[config.mk]
export PLATFORM = sky130hd
export DESIGN_NAME = touch_poll_ghost_filter
export DESIGN_NICKNAME = d
export VERILOG_FILES = /design/src/sv/tpgf_pkg.sv /design/src/sv/touch_poll_ghost_filter.sv /design/src/sv/tpgf_rem.sv /design/src/sv/tpgf_ctrl.sv /design/src/sv/tpgf_dp.sv
export VERILOG_INCLUDE_DIRS = /design/src /design/src/sv
export SDC_FILE = /design/constraint.sdc
export NUM_CORES = 1
export LEC_CHECK = 0
export BUFFER_PORTS_ARGS = -buffer_cell sky130_fd_sc_hd__buf_2
export CORE_MARGIN = 2
export CORE_UTILIZATION = 30
export CTS_CLUSTER_SIZE = 10
export DETAILED_ROUTE_END_ITERATION = 7
export GPL_TIMING_DRIVEN = 0
export HOLD_SLACK_MARGIN = 0.05
export MAX_ROUTING_LAYER = met4
export PLACE_DENSITY = 0.42
export SKIP_CTS_REPAIR_TIMING = 1
export SYNTH_ARGS = -nofsm -noshare
export SYNTH_HDL_FRONTEND = slang
export SYNTH_HIERARCHICAL = 1
export SYNTH_SLANG_ARGS = --single-unit
[constraint.sdc]
create_clock -name clk_i -period 7.15 [get_ports clk_i]
set_input_delay 0.715 -clock clk_i [delete_from_list [all_inputs] [get_ports clk_i]]
set_output_delay 0.715 -clock clk_i [all_outputs]
set_load 0.005 [all_outputs]
[src/sv/touch_poll_ghost_filter_defines.svh]
// Assertion macros for the touch poll ghost filter.
`ifndef TOUCH_POLL_GHOST_FILTER_DEFINES_SVH
`define TOUCH_POLL_GHOST_FILTER_DEFINES_SVH
`ifndef SYNTHESIS
`define TPGF_ASSERT_IMP(lbl, clk, rstn, ante, cons) \
  lbl: assert property (@(posedge clk) disable iff (!rstn) (ante) |-> (cons)) \
    else $error("touch poll ghost filter: same-cycle check failed");
`define TPGF_ASSERT_NXT(lbl, clk, rstn, ante, cons) \
  lbl: assert property (@(posedge clk) disable iff (!rstn) (ante) |=> (cons)) \
    else $error("touch poll ghost filter: next-cycle check failed");
`else
`define TPGF_ASSERT_IMP(lbl, clk, rstn, ante, cons)
`define TPGF_ASSERT_NXT(lbl, clk, rstn, ante, cons)
`endif
`endif

[src/sv/tpgf_pkg.sv]
// Shared types and constants of the touch poll ghost filter.
package tpgf_pkg;

  localparam int unsigned InW      = 80;
  localparam int unsigned OutW     = 40;
  localparam int unsigned CfgIdxW  = 3;
  localparam int unsigned CfgDataW = 16;
  localparam int unsigned TimeW    = 32;
  localparam int unsigned UpdW     = 16;
  localparam int unsigned ErrW     = 6;
  localparam int unsigned RemCntW  = $clog2(ErrW + 1);

  localparam logic [ErrW-1:0] ErrMax        = '1;
  localparam logic [UpdW-1:0] UpdMax        = '1;
  localparam logic [7:0]      DisableFactor = 8'd4;
  localparam int unsigned     ReadyBit      = 7;
  localparam logic [3:0]      CountMask     = 4'hF;

  localparam logic [1:0] RecNone    = 2'd0;
  localparam logic [1:0] RecDisplay = 2'd1;
  localparam logic [1:0] RecDisable = 2'd2;

  typedef enum logic [CfgIdxW-1:0] {
    CFG_WORKAROUND    = 3'd0,
    CFG_IDLE_LEVEL    = 3'd1,
    CFG_POLL_INTERVAL = 3'd2,
    CFG_HOLDOFF       = 3'd3,
    CFG_GHOST_SHORT   = 3'd4,
    CFG_GHOST_LONG    = 3'd5,
    CFG_GHOST_UPDATES = 3'd6,
    CFG_ERRORS_PER    = 3'd7
  } cfg_idx_e;

  // Input request, lowest field in the lowest bits.
  typedef struct packed {
    logic [3:0]       pad;
    logic             recovery_done;
    logic [15:0]      point_y;
    logic [15:0]      point_x;
    logic             points_ok;
    logic [7:0]       status_byte;
    logic             status_ok;
    logic             line_level;
    logic [TimeW-1:0] now_ms;
  } in_t;

  typedef struct packed {
    logic [1:0]  recovery_request;
    logic        bus_restart;
    logic        clear_status;
    logic        invalidate;
    logic        point_valid;
    logic [15:0] out_y;
    logic [15:0] out_x;
    logic        point_count;
    logic        polled;
  } out_t;

  typedef struct packed {
    logic load;
    logic calc;
    logic div_start;
    logic commit;
  } cmd_t;

  typedef struct packed {
    logic need_err;
    logic rem_done;
  } sts_t;

endpackage

[src/sv/touch_poll_ghost_filter.sv]
// Top level of the touch poll ghost filter: handshake ports, controller and datapath.
//
// Usage: each request on the s_axis channel is one touch controller poll; the
// block answers every request with exactly one result on the m_axis channel,
// in order. Registers are written through cfg_we_i / cfg_idx_i / cfg_data_i
// while no request is in flight.
// Timing: a request is taken in ST_IDLE, its time differences are formed in
// ST_CALC, and the poll is decided in ST_CHECK. Without a read error the
// result is registered in ST_COMMIT. A read error adds the ST_DIV state for
// the bit-serial remainder of the error count, one quotient bit per cycle.
// s_axis_tready is high only while the controller is idle; the finished
// result sits in the output register, so a new request is taken while it waits.
// If the receiver stalls, the next result waits in the datapath until the
// output register is free, and no further request is taken meanwhile.
// Reset returns all registers to their defaults and clears the poll state.
`include "touch_poll_ghost_filter_defines.svh"

module touch_poll_ghost_filter (
  input  logic                          clk_i,
  input  logic                          rst_ni,
  input  logic                          cfg_we_i,
  input  logic [tpgf_pkg::CfgIdxW-1:0]  cfg_idx_i,
  input  logic [tpgf_pkg::CfgDataW-1:0] cfg_data_i,
  input  logic                          s_axis_tvalid,
  output logic                          s_axis_tready,
  // now_ms[31:0], line_level, status_ok, status_byte[7:0], points_ok,
  // point_x[15:0], point_y[15:0], recovery_done, zero fill [79:76]
  input  logic [tpgf_pkg::InW-1:0]      s_axis_tdata,
  output logic                          m_axis_tvalid,
  input  logic                          m_axis_tready,
  // polled, point_count, out_x[15:0], out_y[15:0], point_valid, invalidate,
  // clear_status, bus_restart, recovery_request[1:0]
  output logic [tpgf_pkg::OutW-1:0]     m_axis_tdata
);

  tpgf_pkg::cmd_t cmd;
  tpgf_pkg::sts_t sts;
  tpgf_pkg::out_t res_view;
  logic           rec_ok;

  tpgf_ctrl u_ctrl (
    .clk_i       (clk_i),
    .rst_ni      (rst_ni),
    .in_valid_i  (s_axis_tvalid),
    .in_ready_o  (s_axis_tready),
    .out_valid_o (m_axis_tvalid),
    .out_ready_i (m_axis_tready),
    .sts_i       (sts),
    .cmd_o       (cmd)
  );

  tpgf_dp u_dp (
    .clk_i      (clk_i),
    .rst_ni     (rst_ni),
    .cfg_we_i   (cfg_we_i),
    .cfg_idx_i  (cfg_idx_i),
    .cfg_data_i (cfg_data_i),
    .in_data_i  (s_axis_tdata),
    .cmd_i      (cmd),
    .sts_o      (sts),
    .out_data_o (m_axis_tdata)
  );

  assign res_view = tpgf_pkg::out_t'(m_axis_tdata);
  assign rec_ok   = (res_view.recovery_request == tpgf_pkg::RecNone)
                    || (res_view.recovery_request == tpgf_pkg::RecDisplay)
                    || (res_view.recovery_request == tpgf_pkg::RecDisable);

  `TPGF_ASSERT_NXT(a_busy_after_take, clk_i, rst_ni, s_axis_tvalid && s_axis_tready, !s_axis_tready)
  `TPGF_ASSERT_IMP(a_commit_slot_free, clk_i, rst_ni, cmd.commit, !m_axis_tvalid || m_axis_tready)
  `TPGF_ASSERT_IMP(a_rec_code, clk_i, rst_ni, m_axis_tvalid, rec_ok)

endmodule

[src/sv/tpgf_rem.sv]
// Bit-serial remainder unit for the read error count.
module tpgf_rem (
  input  logic                       clk_i,
  input  logic                       rst_ni,
  input  logic                       start_i,
  input  logic [tpgf_pkg::ErrW-1:0]  dividend_i,
  input  logic [tpgf_pkg::ErrW-1:0]  divisor_i,
  output logic                       done_o,
  output logic [tpgf_pkg::ErrW-1:0]  rem_o
);

  logic [tpgf_pkg::RemCntW-1:0] cnt_q, cnt_d;
  logic [tpgf_pkg::ErrW:0]      rem_q, rem_d;
  logic [tpgf_pkg::ErrW-1:0]    dvd_q, dvd_d;
  logic [tpgf_pkg::ErrW:0]      trial;

  always_comb begin
    cnt_d = cnt_q;
    rem_d = rem_q;
    dvd_d = dvd_q;
    trial = {rem_q[tpgf_pkg::ErrW-1:0], dvd_q[tpgf_pkg::ErrW-1]};
    if (start_i) begin
      cnt_d = tpgf_pkg::RemCntW'(tpgf_pkg::ErrW);
      rem_d = '0;
      dvd_d = dividend_i;
    end else if (cnt_q != '0) begin
      cnt_d = cnt_q - 1'b1;
      dvd_d = {dvd_q[tpgf_pkg::ErrW-2:0], 1'b0};
      if (trial >= {1'b0, divisor_i}) begin
        rem_d = trial - {1'b0, divisor_i};
      end else begin
        rem_d = trial;
      end
    end
  end

  always_ff @(posedge clk_i or negedge rst_ni) begin
    if (!rst_ni) begin
      cnt_q <= '0;
    end else begin
      cnt_q <= cnt_d;
    end
  end

  always_ff @(posedge clk_i) begin
    rem_q <= rem_d;
    dvd_q <= dvd_d;
  end

  assign done_o = (cnt_q == '0) && !start_i;
  assign rem_o  = rem_q[tpgf_pkg::ErrW-1:0];

endmodule

[src/sv/tpgf_ctrl.sv]
// Controller sequencing one poll request through the datapath.
module tpgf_ctrl (
  input  logic           clk_i,
  input  logic           rst_ni,
  input  logic           in_valid_i,
  output logic           in_ready_o,
  output logic           out_valid_o,
  input  logic           out_ready_i,
  input  tpgf_pkg::sts_t sts_i,
  output tpgf_pkg::cmd_t cmd_o
);

  typedef enum logic [2:0] {
    ST_IDLE,
    ST_CALC,
    ST_CHECK,
    ST_DIV,
    ST_COMMIT
  } state_e;

  state_e state_q, state_d;
  logic   out_valid_q, out_valid_d;
  logic   out_free;

  always_comb begin
    out_free        = !out_valid_q || out_ready_i;
    in_ready_o      = (state_q == ST_IDLE);
    cmd_o           = '0;
    cmd_o.load      = in_valid_i && (state_q == ST_IDLE);
    cmd_o.calc      = (state_q == ST_CALC);
    cmd_o.div_start = (state_q == ST_CHECK) && sts_i.need_err;
    cmd_o.commit    = (state_q == ST_COMMIT) && out_free;

    state_d = state_q;
    unique case (state_q)
      ST_IDLE: begin
        if (in_valid_i) state_d = ST_CALC;
      end
      ST_CALC:  state_d = ST_CHECK;
      ST_CHECK: state_d = sts_i.need_err ? ST_DIV : ST_COMMIT;
      ST_DIV: begin
        if (sts_i.rem_done) state_d = ST_COMMIT;
      end
      ST_COMMIT: begin
        if (out_free) state_d = ST_IDLE;
      end
      default: state_d = ST_IDLE;
    endcase

    out_valid_d = out_valid_q;
    if (cmd_o.commit) begin
      out_valid_d = 1'b1;
    end else if (out_ready_i) begin
      out_valid_d = 1'b0;
    end
  end

  always_ff @(posedge clk_i or negedge rst_ni) begin
    if (!rst_ni) begin
      state_q     <= ST_IDLE;
      out_valid_q <= 1'b0;
    end else begin
      state_q     <= state_d;
      out_valid_q <= out_valid_d;
    end
  end

  assign out_valid_o = out_valid_q;

endmodule

[src/sv/tpgf_dp.sv]
// Datapath: configuration, poll state, rate and ghost checks, result register.
module tpgf_dp (
  input  logic                          clk_i,
  input  logic                          rst_ni,
  input  logic                          cfg_we_i,
  input  logic [tpgf_pkg::CfgIdxW-1:0]  cfg_idx_i,
  input  logic [tpgf_pkg::CfgDataW-1:0] cfg_data_i,
  input  logic [tpgf_pkg::InW-1:0]      in_data_i,
  input  tpgf_pkg::cmd_t                cmd_i,
  output tpgf_pkg::sts_t                sts_o,
  output logic [tpgf_pkg::OutW-1:0]     out_data_o
);

  // Configuration registers.
  logic                      wa_en_q, idle_lvl_q;
  logic [7:0]                poll_iv_q, g_short_q, g_long_q, g_upd_q;
  logic [15:0]               holdoff_q;
  logic [tpgf_pkg::ErrW-1:0] epr_q;

  // Poll state.
  logic [tpgf_pkg::TimeW-1:0] last_poll_q, last_poll_d;
  logic [tpgf_pkg::TimeW-1:0] t_start_q, t_start_d;
  logic                       touching_q, touching_d;
  logic [tpgf_pkg::UpdW-1:0]  upd_q, upd_d, upd_inc;
  logic [tpgf_pkg::ErrW-1:0]  err_q, err_d, err_inc;
  logic [1:0]                 pend_q, pend_d;

  tpgf_pkg::in_t              in_q;
  tpgf_pkg::out_t             res, out_q;
  logic [tpgf_pkg::TimeW-1:0] d_q, du_q;

  logic [1:0]                 pend_eff, pend_err;
  logic                       polled, too_soon, gated, read_path, status_path, cnt;
  logic                       err_status, err_point, need_err, err_disable, err_mod;
  logic                       t_begin, t_end, neg, is_short, odd, inval;
  logic [tpgf_pkg::ErrW-1:0]  rem;
  logic                       rem_done;

  tpgf_rem u_rem (
    .clk_i      (clk_i),
    .rst_ni     (rst_ni),
    .start_i    (cmd_i.div_start),
    .dividend_i (err_inc),
    .divisor_i  (epr_q),
    .done_o     (rem_done),
    .rem_o      (rem)
  );

  always_ff @(posedge clk_i or negedge rst_ni) begin
    if (!rst_ni) begin
      wa_en_q    <= 1'b0;
      idle_lvl_q <= 1'b1;
      poll_iv_q  <= 8'd10;
      holdoff_q  <= 16'd5000;
      g_short_q  <= 8'd15;
      g_long_q   <= 8'd35;
      g_upd_q    <= 8'd4;
      epr_q      <= 6'd8;
    end else if (cfg_we_i) begin
      unique case (tpgf_pkg::cfg_idx_e'(cfg_idx_i))
        tpgf_pkg::CFG_WORKAROUND:    wa_en_q    <= cfg_data_i[0];
        tpgf_pkg::CFG_IDLE_LEVEL:    idle_lvl_q <= cfg_data_i[0];
        tpgf_pkg::CFG_POLL_INTERVAL: poll_iv_q  <= cfg_data_i[7:0];
        tpgf_pkg::CFG_HOLDOFF:       holdoff_q  <= cfg_data_i;
        tpgf_pkg::CFG_GHOST_SHORT:   g_short_q  <= cfg_data_i[7:0];
        tpgf_pkg::CFG_GHOST_LONG:    g_long_q   <= cfg_data_i[7:0];
        tpgf_pkg::CFG_GHOST_UPDATES: g_upd_q    <= cfg_data_i[7:0];
        tpgf_pkg::CFG_ERRORS_PER:    epr_q      <= cfg_data_i[tpgf_pkg::ErrW-1:0];
        default: ;
      endcase
    end
  end

  always_comb begin
    // A completed recovery clears the pending request before anything else.
    pend_eff = in_q.recovery_done ? tpgf_pkg::RecNone : pend_q;
    too_soon = d_q[tpgf_pkg::TimeW-1] || (d_q < tpgf_pkg::TimeW'(poll_iv_q));
    gated    = (in_q.line_level != idle_lvl_q) && !wa_en_q;
    polled   = !too_soon && !gated;

    read_path   = polled && (pend_eff == tpgf_pkg::RecNone);
    status_path = read_path && in_q.status_ok && in_q.status_byte[tpgf_pkg::ReadyBit];
    cnt         = (in_q.status_byte[3:0] & tpgf_pkg::CountMask) != 4'd0;
    err_status  = read_path && !in_q.status_ok;
    err_point   = status_path && cnt && !in_q.points_ok;
    need_err    = err_status || err_point;

    err_inc     = (err_q != tpgf_pkg::ErrMax) ? err_q + 1'b1 : err_q;
    err_disable = {2'b00, err_inc} > (8'(epr_q) * tpgf_pkg::DisableFactor);
    err_mod     = (epr_q != '0) && (rem == '0);
    if (err_disable) begin
      pend_err = tpgf_pkg::RecDisable;
    end else if (err_mod) begin
      pend_err = tpgf_pkg::RecDisplay;
    end else begin
      pend_err = pend_eff;
    end
    pend_d = need_err ? pend_err : pend_eff;
    err_d  = need_err ? err_inc : err_q;

    upd_inc  = (upd_q != tpgf_pkg::UpdMax) ? upd_q + 1'b1 : upd_q;
    t_begin  = status_path && cnt && !touching_q;
    t_end    = status_path && !cnt && touching_q;
    neg      = du_q[tpgf_pkg::TimeW-1];
    is_short = neg || (du_q < tpgf_pkg::TimeW'(g_short_q));
    odd      = !neg && (du_q > tpgf_pkg::TimeW'(g_short_q))
               && (du_q < tpgf_pkg::TimeW'(g_long_q))
               && (upd_inc != tpgf_pkg::UpdW'(g_upd_q));
    inval    = t_end && (is_short || odd);

    touching_d = touching_q;
    t_start_d  = t_start_q;
    upd_d      = status_path ? upd_inc : upd_q;
    if (t_begin) begin
      touching_d = 1'b1;
      t_start_d  = in_q.now_ms;
    end else if (t_end) begin
      touching_d = 1'b0;
      t_start_d  = '0;
      upd_d      = '0;
    end

    last_poll_d = last_poll_q;
    if (polled) begin
      // A ghost pushes the next allowed poll out by the holdoff time.
      last_poll_d = inval ? in_q.now_ms + tpgf_pkg::TimeW'(holdoff_q) : in_q.now_ms;
    end

    res                  = '0;
    res.polled           = polled;
    res.point_count      = status_path && cnt;
    res.point_valid      = status_path && cnt && in_q.points_ok;
    res.out_x            = res.point_valid ? in_q.point_x : 16'd0;
    res.out_y            = res.point_valid ? in_q.point_y : 16'd0;
    res.invalidate       = inval;
    res.clear_status     = status_path && (pend_d == tpgf_pkg::RecNone);
    res.bus_restart      = need_err && !err_disable && !err_mod;
    res.recovery_request = pend_d;
  end

  always_ff @(posedge clk_i or negedge rst_ni) begin
    if (!rst_ni) begin
      last_poll_q <= '0;
      t_start_q   <= '0;
      touching_q  <= 1'b0;
      upd_q       <= '0;
      err_q       <= '0;
      pend_q      <= tpgf_pkg::RecNone;
    end else if (cmd_i.commit) begin
      last_poll_q <= last_poll_d;
      t_start_q   <= t_start_d;
      touching_q  <= touching_d;
      upd_q       <= upd_d;
      err_q       <= err_d;
      pend_q      <= pend_d;
    end
  end

  always_ff @(posedge clk_i) begin
    if (cmd_i.load) begin
      in_q <= tpgf_pkg::in_t'(in_data_i);
    end
    if (cmd_i.calc) begin
      d_q  <= in_q.now_ms - last_poll_q;
      du_q <= in_q.now_ms - t_start_q;
    end
    if (cmd_i.commit) begin
      out_q <= res;
    end
  end

  assign sts_o.need_err = need_err;
  assign sts_o.rem_done = rem_done;
  assign out_data_o     = out_q;

endmodule
==> results of run 1 <==
==> final cells by class <==
cell class / count / area (um2) / share of cell area [%]
Multi-Input combinational cell: 1174 / 8420 / 38.7
Buffer: 54 / 270 / 1.24
Sequential cell: 341 / 9440 / 43.3
Timing Repair Buffer: 143 / 805 / 3.69
Clock buffer: 71 / 1290 / 5.94
Inverter: 132 / 495 / 2.28
Clock inverter: 11 / 61.3 / 0.282
Tap cell: 790 / 988 / 4.54
==> worst register-to-register path: cells and delay by family, from the launching register on <==
kind             cells  cell delay (ns)
flip-flops           1             0.50
AO/OA/AOI/OAI        4             1.85
AND/OR/NAND/NOR      5             1.97
==> flip-flops by register name (all words and copies together), names as in the netlist, 16 cells and up <==
signal,flops
u_dp/out_data_o,40
u_dp/last_poll_q,32
u_dp/d_q,32
u_dp/upd_q,16
u_dp/in_q,73
u_dp/holdoff_q,16
u_dp/t_start_q,32
u_dp/du_q,32
==> power groups by stage <==
| stage | clock network (mW) | registers, mW | logic [mW] |
|---|---|---|---|
| 2_1_floorplan | 0 | 3.19 | 2.49 |
| 3_3_place_gp | 0 | 3.35 | 3.22 |
| 3_5_place_dp | 0 | 3.30 | 3.31 |
| 4_1_cts | 2.19 | 3.26 | 3.33 |
| 5_1_grt | 2.26 | 3.32 | 3.75 |
| 6_report | 2.10 | 3.25 | 3.30 |
==> kinds of logic (layout without fill, tap and decap cells) <==
| group | Yosys count | after routing | share of synthesized area (%) |
|---|---|---|---|
| compound gates | 389 | 389 | 14.3 |
| xor+xnor | 75 | 75 | 3.53 |
| fa+ha+maj | 119 | 119 | 8.16 |
| buf+inv | 186 | 411 | 4.11 |
| flops | 341 | 341 | 50.7 |
| mux | 80 | 80 | 4.68 |
| simple gates | 511 | 511 | 14.5 |
==> how the worst max path moves through the flow <==
stage               depth (start not counted)                   end  slack, ns
floorplan                                   2           u_dp/d_q[0]       1.38
global placement                            2          u_dp/du_q[8]      -1.26
detailed placement                          9  u_dp/last_poll_q[31]       2.56
CTS                                         9  u_dp/last_poll_q[31]       2.55
global route                                9  u_dp/last_poll_q[31]       2.52
finish                                      9  u_dp/last_poll_q[31]       2.74
==> per-layer routing <==
| metal | GRT usage (%) | part of all wire, % | wire length, um |
|---|---|---|---|
| met3 | 2.63 | 3.8 | 1850 |
| met5 | - | 0 | 0 |
| met2 | 26.1 | 48 | 23600 |
| met1 | 20.3 | 46 | 22600 |
| met4 | 4.85 | 2.5 | 1220 |
==> cells in the final DEF (no fill, tap or decap), types with 52 or more instances in the layout <==
cell type / netlist / layout
sky130_fd_sc_hd__clkbuf_1: 39 / 58
sky130_fd_sc_hd__o21ai_0: 81 / 81
sky130_fd_sc_hd__a21oi_1: 75 / 75
sky130_fd_sc_hd__nand2_1: 116 / 116
sky130_fd_sc_hd__nor2_1: 92 / 92
sky130_fd_sc_hd__buf_2: 6 / 140
sky130_fd_sc_hd__inv_1: 132 / 132
sky130_fd_sc_hd__xnor2_1: 52 / 52
sky130_fd_sc_hd__ha_1: 115 / 115
sky130_fd_sc_hd__edfxtp_1: 183 / 183
sky130_fd_sc_hd__mux2_2: 57 / 57
sky130_fd_sc_hd__and3_1: 56 / 56
sky130_fd_sc_hd__dfrtp_1: 135 / 135
==> stage by stage <==
step	cell area [um2]	setup TNS, ns	hold WS [ns]	util [%]
floorplan	18600	0	0.419	-
global placement	20300	-79.77	0.463	33.0
detailed placement	20400	0	0.471	33.2
CTS	21800	0	0.0511	35.4
global route	21800	0	0.0717	35.4
finish	21800	0	0.0728	35.4
==> out/metrics.csv, run 1 <==
stage,metric,value,unit
critical_path,critical path's slowest cell,sky130_fd_sc_hd__a211oi_1,
hold_path,HP Class,in -> async,
final_layout,Filler Cells Inserted,6159,
critical_path,Bufs and invs on worst path,0,
timing,headroom to the max-slew limit,20.2,%
critical_path,type of element launching the critical path,flop,
route,average wire length per cell after detail routing,18.2,um
power_and_ir_drop,leakage power summed over all cells,9.08,nW
critical_path,Max Fanout on Critical Path,5,
logic_synthesis,async set or reset register ratio after synthesis,44.6,%
logic_synthesis,#FFs+latches synth,341,
logic_synthesis,yosys synthesis warning count,6,
floorplan,area of the die,64100,um2
power_and_ir_drop,switching pwr,3.08,mW
logic_synthesis,instance count of the mapped netlist,1701,
floorplan,CORE AREA,61500,um2
clock_network,total number of H-tree levels,2,
timing,minimum clock period after layout,4.41,ns
final_layout,share of layout cells above drive strength 1,16.7,%
clock_network,CTS tree,built,
logic_synthesis,post-synth cell types,84,
critical_path,CP cell instances,nor4_1 -> and4_1 -> nand3_1 -> a211oi_1 -> a21oi_1 -> a2111oi_4 -> nand2_1 -> or3_1 -> a31oi_1,
critical_path,number of cells traversed by the worst register-to-register path,9,
critical_path,reg2reg setup slack,2.74,ns
floorplan,Cell Rows,91,
run,max-capacitance violation count,0,
logic_synthesis,most used standard cell by instance count after synthesis,sky130_fd_sc_hd__edfxtp_1,
clock_network,clock latency of the later-clocked register in the worst-skew pair,0.57,ns
critical_path,data arrival at the endpoint of the critical path,4.89,ns
timing,transition time at the pin with the least slew margin,1.20,ns
final_layout,net count of the finished layout,2113,
grt,first-pass GRT wire length,77400,um
grt,largest net degree at the start of global routing,104,
grt,via count of the first global-routing pass,13667,
critical_path,Required @ worst endpoint,7.63,ns
route,routed wire length,49300,um
critical_path,beginning of the worst register-to-register path,u_dp/du_q[31],
logic_synthesis,main area contributors after synthesis,"sky130_fd_sc_hd__edfxtp_1 (30%), sky130_fd_sc_hd__dfrtp_1 (18%), sky130_fd_sc_hd__ha_1 (7.7%), sky130_fd_sc_hd__mux2_2 (3.4%), sky130_fd_sc_hd__inv_1 (2.7%)",
placed_design,Placed Cells incl. Taps,2634,
final_layout,antenna cell count,0,
logic_synthesis,synth cell count leaders,"sky130_fd_sc_hd__edfxtp_1 (183), sky130_fd_sc_hd__dfrtp_1 (135), sky130_fd_sc_hd__inv_1 (132)",
placed_design,detailed placer's ending HPWL,36700,um
critical_path,Worst R2R End,u_dp/last_poll_q[31],
power_and_ir_drop,switching part of the total,35.6,%
timing,count of final hold-check violations,0,
clock_network,"buffers from clock root to sink, at most",3,
floorplan,die span in x,253,um
placed_design,last weighted congestion value of the routability-driven placer,0.855,
timing,Setup Skew,0.0161,ns
timing,ratio of final minimum period to clock period,61.6,%
timing,slack of the critical path,2.74,ns
grt,global-route usage over all layers,16.0,%
route,drt pass-1 iters,7,
logic_synthesis,top cell type by total area after synthesis,sky130_fd_sc_hd__edfxtp_1,
route,number of design rule violations left after detail routing,0,
timing,maximum achievable frequency,0.227,GHz
final_layout,area growth from synthesis to layout,17.0,%
route,DRT iter0 DRCs,695,
logic_synthesis,post-synthesis average cell area,10.9,um2
power_and_ir_drop,highest ir drop seen on vdd,0.189,mV
logic_synthesis,part of the Yosys area used for sequential elements,50.7,%
route,routed via count divided by cell count,4.97,
logic_synthesis,fraction of synthesized cell area taken by the top area cell type,29.5,%
power_and_ir_drop,total power,8.64,mW
route,count of antenna-violating nets left after detailed routing,0,
timing,fin. max-slew vios,0,
placed_design,number of buffers added on ports,135,
route,routed vias,13503,
critical_path,start point of the critical path,u_dp/du_q[31],
clock_network,CTS sink cnt,341,
placed_design,Worst Setup Slack post-DPL,2.56,ns
critical_path,largest incremental delay on the critical path,0.76,ns
critical_path,classification of the worst setup path,reg -> reg,
logic_synthesis,syn_nets,1924,
outcome,result of the run,"complete, no violations",
clock_network,"Reg clk slew, reported paths",0.06,ns
power_and_ir_drop,combinational cell fraction of total power,38.2,%
power_and_ir_drop,internal power,5.57,mW
power_and_ir_drop,sequential share of power,37.6,%
logic_synthesis,Post-synth EDFFs,183,
floorplan,Die Height,253,um
timing,setup repair after global routing missed its margin,false,
floorplan,I/O pin count,146,
power_and_ir_drop,share of power burned in the clock network,24.3,%
clock_network,cell at the root of the clock tree,sky130_fd_sc_hd__clkbuf_16,
logic_synthesis,dominant synthesized flop cell,sky130_fd_sc_hd__edfxtp_1,
timing,Setup Viol. Count Final,0,
final_layout,final std cells w/o fill,2716,
power_and_ir_drop,power per unit of standard cell area,397,nW/um2
logic_synthesis,post-synthesis cell area,18600,um2
clock_network,Num CTS Buffers,44,
floorplan,starting utilization of the core area,30.3,%
critical_path,"Largest delay share family, worst path",simple AND/OR/NAND/NOR gates,
grt,antenna violations before repair,0,
critical_path,nature of the critical path endpoint,flop,
grt,aggregate global routing overflow,0,
No activity file was read; power rests on OpenSTA's default activity.
==> inputs of run 2 (changes only) <==
==> constraint.sdc (replaced) <==
create_clock -name clk_i -period 4.3 [get_ports clk_i]
set_input_delay 0.43 -clock clk_i [delete_from_list [all_inputs] [get_ports clk_i]]
set_output_delay 0.43 -clock clk_i [all_outputs]
set_load 0.005 [all_outputs]
==> out/metrics.csv, run 2 (synthesis results as in run 1) <==
stage,metric,value,unit
final_layout,"leading cell type in the layout, fill and taps excluded",sky130_fd_sc_hd__edfxtp_1,
route,average wire length per cell after detail routing,17.7,um
clock_network,Num CTS Buffers,44,
final_layout,share of layout cells above drive strength 1,16.1,%
grt,largest net degree at the start of global routing,92,
timing,maximum achievable frequency,0.250,GHz
timing,fin. max-slew vios,0,
timing,ratio of final minimum period to clock period,93.1,%
timing,minimum clock period after layout,4.00,ns
critical_path,reg2reg setup slack,0.30,ns
critical_path,classification of the worst setup path,reg -> reg,
placed_design,Placed Cells incl. Taps,2632,
placed_design,detailed placer's ending HPWL,36600,um
timing,Setup Skew,0.0192,ns
final_layout,core utilization of the finished layout,36.7,%
clock_network,CTS sink cnt,341,
floorplan,I/O pin count,146,
power_and_ir_drop,combinational cell fraction of total power,38.3,%
grt,first-pass GRT wire length,76900,um
timing,headroom to the max-slew limit,31.2,%
route,number of design rule violations left after detail routing,0,
route,routed via count divided by cell count,4.95,
floorplan,area of the die,64100,um2
critical_path,Max Fanout on Critical Path,8,
power_and_ir_drop,switching pwr,5.13,mW
clock_network,clock latency of the later-clocked register in the worst-skew pair,0.58,ns
grt,antenna violations before repair,0,
timing,transition time at the pin with the least slew margin,1.02,ns
timing,count of final hold-check violations,0,
final_layout,net count of the finished layout,2184,
route,routed wire length,49400,um
run,max-capacitance violation count,0,
clock_network,cell at the root of the clock tree,sky130_fd_sc_hd__clkbuf_16,
critical_path,type of element launching the critical path,flop,
grt,via count of the first global-routing pass,13459,
floorplan,starting utilization of the core area,30.3,%
power_and_ir_drop,sequential share of power,37.4,%
power_and_ir_drop,power per unit of standard cell area,642,nW/um2
route,count of antenna-violating nets left after detailed routing,0,
critical_path,"Largest delay share family, worst path",simple AND/OR/NAND/NOR gates,
route,DR top layer,met4,
power_and_ir_drop,leakage power summed over all cells,9.39,nW
route,drt pass-1 iters,5,
final_layout,max FFs per register,73,
timing,Setup Viol. Count Final,0,
critical_path,critical path's slowest cell,sky130_fd_sc_hd__or4_1,
floorplan,CORE AREA,61500,um2
grt,aggregate global routing overflow,0,
route,total length of routed met2 wires,23900,um
critical_path,nature of the critical path endpoint,flop,
route,routed vias,13807,
critical_path,largest incremental delay on the critical path,0.57,ns
final_layout,antenna cell count,0,
power_and_ir_drop,switching part of the total,35.5,%
timing,setup repair after global routing missed its margin,false,
critical_path,data arrival at the endpoint of the critical path,4.43,ns
clock_network,total number of H-tree levels,2,
route,DRT iter0 DRCs,797,
power_and_ir_drop,share of power burned in the clock network,24.3,%
final_layout,Top reg by flops,u_dp/in_q,
critical_path,Required @ worst endpoint,4.73,ns
final_layout,area growth from synthesis to layout,21.1,%
outcome,result of the run,"complete, no violations",
route,Met3 Routed Length,1690,um
clock_network,"buffers from clock root to sink, at most",3,
timing,hold_ws,0.0894,ns
final_layout,"commonest cells after routing, fill and taps aside","sky130_fd_sc_hd__edfxtp_1 (183), sky130_fd_sc_hd__buf_2 (140), sky130_fd_sc_hd__dfrtp_1 (135)",
route,wire length the detailed router placed on met1,22800,um
floorplan,die span in x,253,um
power_and_ir_drop,highest ir drop seen on vdd,0.330,mV
floorplan,Cell Rows,91,
final_layout,final std cells w/o fill,2787,
power_and_ir_drop,internal power,9.34,mW
hold_path,HP Class,in -> reg,
grt,global-route usage over all layers,15.9,%
floorplan,Die Height,253,um
critical_path,CP cell instances,ha_1 -> nand3_1 -> nor4_1 -> mux2_2 -> a2111oi_1 -> o2111ai_1 -> or4_1 -> nand3_2 -> mux2i_1 -> o211ai_1,
clock_network,CTS tree,built,
placed_design,last weighted congestion value of the routability-driven placer,0.856,
placed_design,number of buffers added on ports,135,
clock_network,"Reg clk slew, reported paths",0.06,ns
critical_path,Bufs and invs on worst path,0,
-- run 2: cell count changes in the layout (fill, tap and decap cells not counted), sizes merged --
cell	previous run	this run
clkinvlp	1	0
bufinv	0	1
buf	153	151
dlygate4sd3	0	73
-- run 2: worst reg2reg max path: stages, from the launching register on --
cell and delay, ns:
sky130_fd_sc_hd__dfrtp_1 0.44, sky130_fd_sc_hd__ha_1 0.30, sky130_fd_sc_hd__nand3_1 0.35, sky130_fd_sc_hd__nor4_1 0.42, sky130_fd_sc_hd__mux2_2 0.43, sky130_fd_sc_hd__a2111oi_1 0.52, sky130_fd_sc_hd__o2111ai_1 0.18, sky130_fd_sc_hd__or4_1 0.57
sky130_fd_sc_hd__nand3_2 0.31, sky130_fd_sc_hd__mux2i_1 0.24, sky130_fd_sc_hd__o211ai_1 0.10
-- run 2: layout make-up --
cell class                      count  area [um2]
Buffer                             54         270
Fill cell                        6181       38900
Timing Repair Buffer              214        1540
Inverter                          132         495
Tap cell                          790         988
Clock inverter                     11         108
Clock buffer                       71        1260
Multi-Input combinational cell   1174        8450
Sequential cell                   341        9440
-- run 2: metrics by stage --
stage               power [mW]  setup TNS [ns]  cell area, um2  setup slack, ns
floorplan                 9.42               0           18600            0.797
global placement          10.9          -93.07           20300            -1.45
detailed placement        11.0           -2.74           20400           -0.271
CTS                       14.6           -3.20           21800           -0.279
global route              15.7               0           22600           0.0426
finish                    14.5               0           22600            0.298
-- run 2: path summary, 6_finish.rpt --
path,endpoint,cells after the start,start
min in group asynchronous,u_dp/t_start_q[1],2,rst_ni
worst min-delay path,u_dp/holdoff_q[11],2,cfg_data_i[11]
max in group asynchronous,u_dp/holdoff_q[12],3,rst_ni
worst min register to register,u_dp/last_poll_q[12],2,u_dp/last_poll_q[12]
worst max register to register,u_dp/last_poll_q[24],10,u_dp/upd_q[0]
worst max-delay path,u_dp/last_poll_q[24],10,u_dp/upd_q[0]
-- run 2: metal layers --
layer	up-vias	GRT usage, %
met5	-	-
met4	0	4.77
met3	76	2.16
met2	221	26.4
met1	6690	20.3
li1	6820	-
-- run 2: power groups by stage --
stage / Clock [mW] / Combinational, mW / Sequential, mW
after global placement: 0 / 5.36 / 5.53
after CTS: 3.65 / 5.56 / 5.42
after floorplan: 0 / 4.14 / 5.28
final: 3.51 / 5.55 / 5.41
after global routing: 3.80 / 6.32 / 5.53
after detailed placement: 0 / 5.53 / 5.48
==> inputs of run 3 (changes only) <==
--- a/config.mk
+++ b/config.mk
@@ -11,10 +11,8 @@
 export CORE_UTILIZATION = 30
 export CTS_CLUSTER_SIZE = 10
 export DETAILED_ROUTE_END_ITERATION = 7
-export GPL_TIMING_DRIVEN = 0
 export HOLD_SLACK_MARGIN = 0.05
 export MAX_ROUTING_LAYER = met4
-export PLACE_DENSITY = 0.42
 export SKIP_CTS_REPAIR_TIMING = 1
 export SYNTH_ARGS = -nofsm -noshare
 export SYNTH_HDL_FRONTEND = slang
==> out/metrics.csv, run 3 (synthesis results as in run 1) <==
stage,metric,value,unit
outcome,result of the run,"complete, no violations",
clock_network,Num CTS Buffers,42,
critical_path,nature of the critical path endpoint,flop,
timing,Setup Skew,0.0204,ns
critical_path,data arrival at the endpoint of the critical path,4.28,ns
final_layout,area growth from synthesis to layout,19.0,%
critical_path,Max Fanout on Critical Path,14,
floorplan,area of the die,64100,um2
grt,largest net degree at the start of global routing,88,
timing,slack of the critical path,0.438,ns
grt,global-route usage over all layers,14.7,%
placed_design,detailed placer's ending HPWL,32800,um
route,routed wire length,46100,um
placed_design,number of buffers added on ports,138,
timing,fin. max-slew vios,0,
timing,minimum clock period after layout,3.86,ns
final_layout,"commonest cells after routing, fill and taps aside","sky130_fd_sc_hd__edfxtp_1 (183), sky130_fd_sc_hd__buf_2 (137), sky130_fd_sc_hd__dfrtp_1 (135)",
power_and_ir_drop,highest ir drop seen on vdd,0.271,mV
clock_network,"buffers from clock root to sink, at most",3,
floorplan,starting utilization of the core area,30.3,%
critical_path,reg2reg setup slack,0.44,ns
final_layout,Top reg by flops,u_dp/in_q,
route,routed vias,13685,
timing,headroom to the max-slew limit,30.5,%
timing,total negative slack,0,ns
final_layout,share of layout cells above drive strength 1,16.5,%
power_and_ir_drop,power per unit of standard cell area,639,nW/um2
final_layout,"leading cell type in the layout, fill and taps excluded",sky130_fd_sc_hd__edfxtp_1,
floorplan,I/O pin count,146,
final_layout,Filler Cells Inserted,6102,
clock_network,cell at the root of the clock tree,sky130_fd_sc_hd__clkbuf_16,
critical_path,type of element launching the critical path,flop,
final_layout,net count of the finished layout,2139,
timing,ratio of final minimum period to clock period,89.8,%
final_layout,max FFs per register,73,
timing,transition time at the pin with the least slew margin,1.04,ns
route,number of design rule violations left after detail routing,0,
hold_path,HP Class,in -> reg,
hold_path,Worst Hold Depth,1,
critical_path,Required @ worst endpoint,4.72,ns
floorplan,Die Height,253,um
timing,count of final hold-check violations,0,
critical_path,number of cells traversed by the worst register-to-register path,9,
timing,maximum achievable frequency,0.259,GHz
critical_path,classification of the worst setup path,reg -> reg,
grt,antenna violations before repair,1,
route,count of antenna-violating nets left after detailed routing,0,
clock_network,"Reg clk slew, reported paths",0.06,ns
placed_design,last weighted congestion value of the routability-driven placer,0.875,
clock_network,clock latency of the later-clocked register in the worst-skew pair,0.56,ns
clock_network,CTS sink cnt,341,
clock_network,total number of H-tree levels,2,
grt,via count of the first global-routing pass,13356,
power_and_ir_drop,leakage power summed over all cells,9.24,nW
timing,Setup Viol. Count Final,0,
grt,aggregate global routing overflow,0,
clock_network,CTS tree,built,
route,DRT iter0 DRCs,832,
grt,first-pass GRT wire length,72700,um
floorplan,CORE AREA,61500,um2
route,routed via count divided by cell count,5.00,
final_layout,antenna cell count,0,
route,average wire length per cell after detail routing,16.8,um
floorplan,die span in x,253,um
route,drt pass-1 iters,5,
run,max-capacitance violation count,0,
placed_design,Worst Setup Slack post-DPL,0.562,ns
floorplan,Cell Rows,91,
timing,setup repair after global routing missed its margin,false,
## run 3: cell count changes in the layout (fill, tap and decap cells not counted), sizes merged
cell / change
buf: +12
clkbuf: -45
inv: -1
dlygate4sd3: -11
clkinv: -4
## run 3: where the power goes
group          internal, mW  switching (mW)
clock network          1.96            1.35
logic                  2.35            3.08
registers              4.83           0.587
## run 3: layout make-up
| cell class | instances | area, um2 | share of cell area [%] |
|---|---|---|---|
| Inverter | 132 | 495 | 2.24 |
| Sequential cell | 341 | 9440 | 42.6 |
| Clock inverter | 6 | 58.8 | 0.265 |
| Timing Repair Buffer | 225 | 1520 | 6.85 |
| Tap cell | 790 | 988 | 4.46 |
| Clock buffer | 70 | 1210 | 5.45 |
| Multi-Input combinational cell | 1174 | 8450 | 38.1 |
## run 3: path summary, 6_finish.rpt
path,startpoint,to
max,u_dp/upd_q[5],u_dp/last_poll_q[24]
min,s_axis_tdata[22],u_dp/in_q[22]
max in group asynchronous,rst_ni,u_dp/holdoff_q[12]
min in group asynchronous,rst_ni,u_dp/u_rem/cnt_q[2]
min reg2reg,u_dp/u_rem/cnt_q[2],u_dp/u_rem/cnt_q[2]
max reg2reg,u_dp/upd_q[5],u_dp/last_poll_q[24]
## run 3: metrics by stage
stage	util, %	hold WS (ns)	instance area, um2	std cells	power, mW
2_1_floorplan	-	0.134	18600	1701	9.42
3_3_place_gp	33.0	0.457	20300	2600	10.7
3_5_place_dp	33.0	0.469	20300	2600	10.8
4_1_cts	35.0	-0.0206	21500	2676	14.3
5_1_grt	36.0	0.0503	22200	2738	15.2
6_report	36.0	0.0561	22200	2738	14.2
## run 3: layer usage
layer	part of all wire [%]	up-vias	track usage, %
li1	-	6701	-
met1	46	6685	18.9
met2	49	244	24.2
met3	4.0	55	2.19
met4	1.7	0	3.60
met5	0	-	-
## run 3: critical path, stage by stage, from the launching register on
cell and delay [ns]:
sky130_fd_sc_hd__dfrtp_1 0.57, sky130_fd_sc_hd__nand4_1 0.38, sky130_fd_sc_hd__nor4_1 0.41, sky130_fd_sc_hd__mux2_2 0.42
sky130_fd_sc_hd__a2111oi_0 0.54, sky130_fd_sc_hd__o2111ai_1 0.18, sky130_fd_sc_hd__or4_1 0.58, sky130_fd_sc_hd__nand3_2 0.30
sky130_fd_sc_hd__mux2i_1 0.24, sky130_fd_sc_hd__o211ai_1 0.11
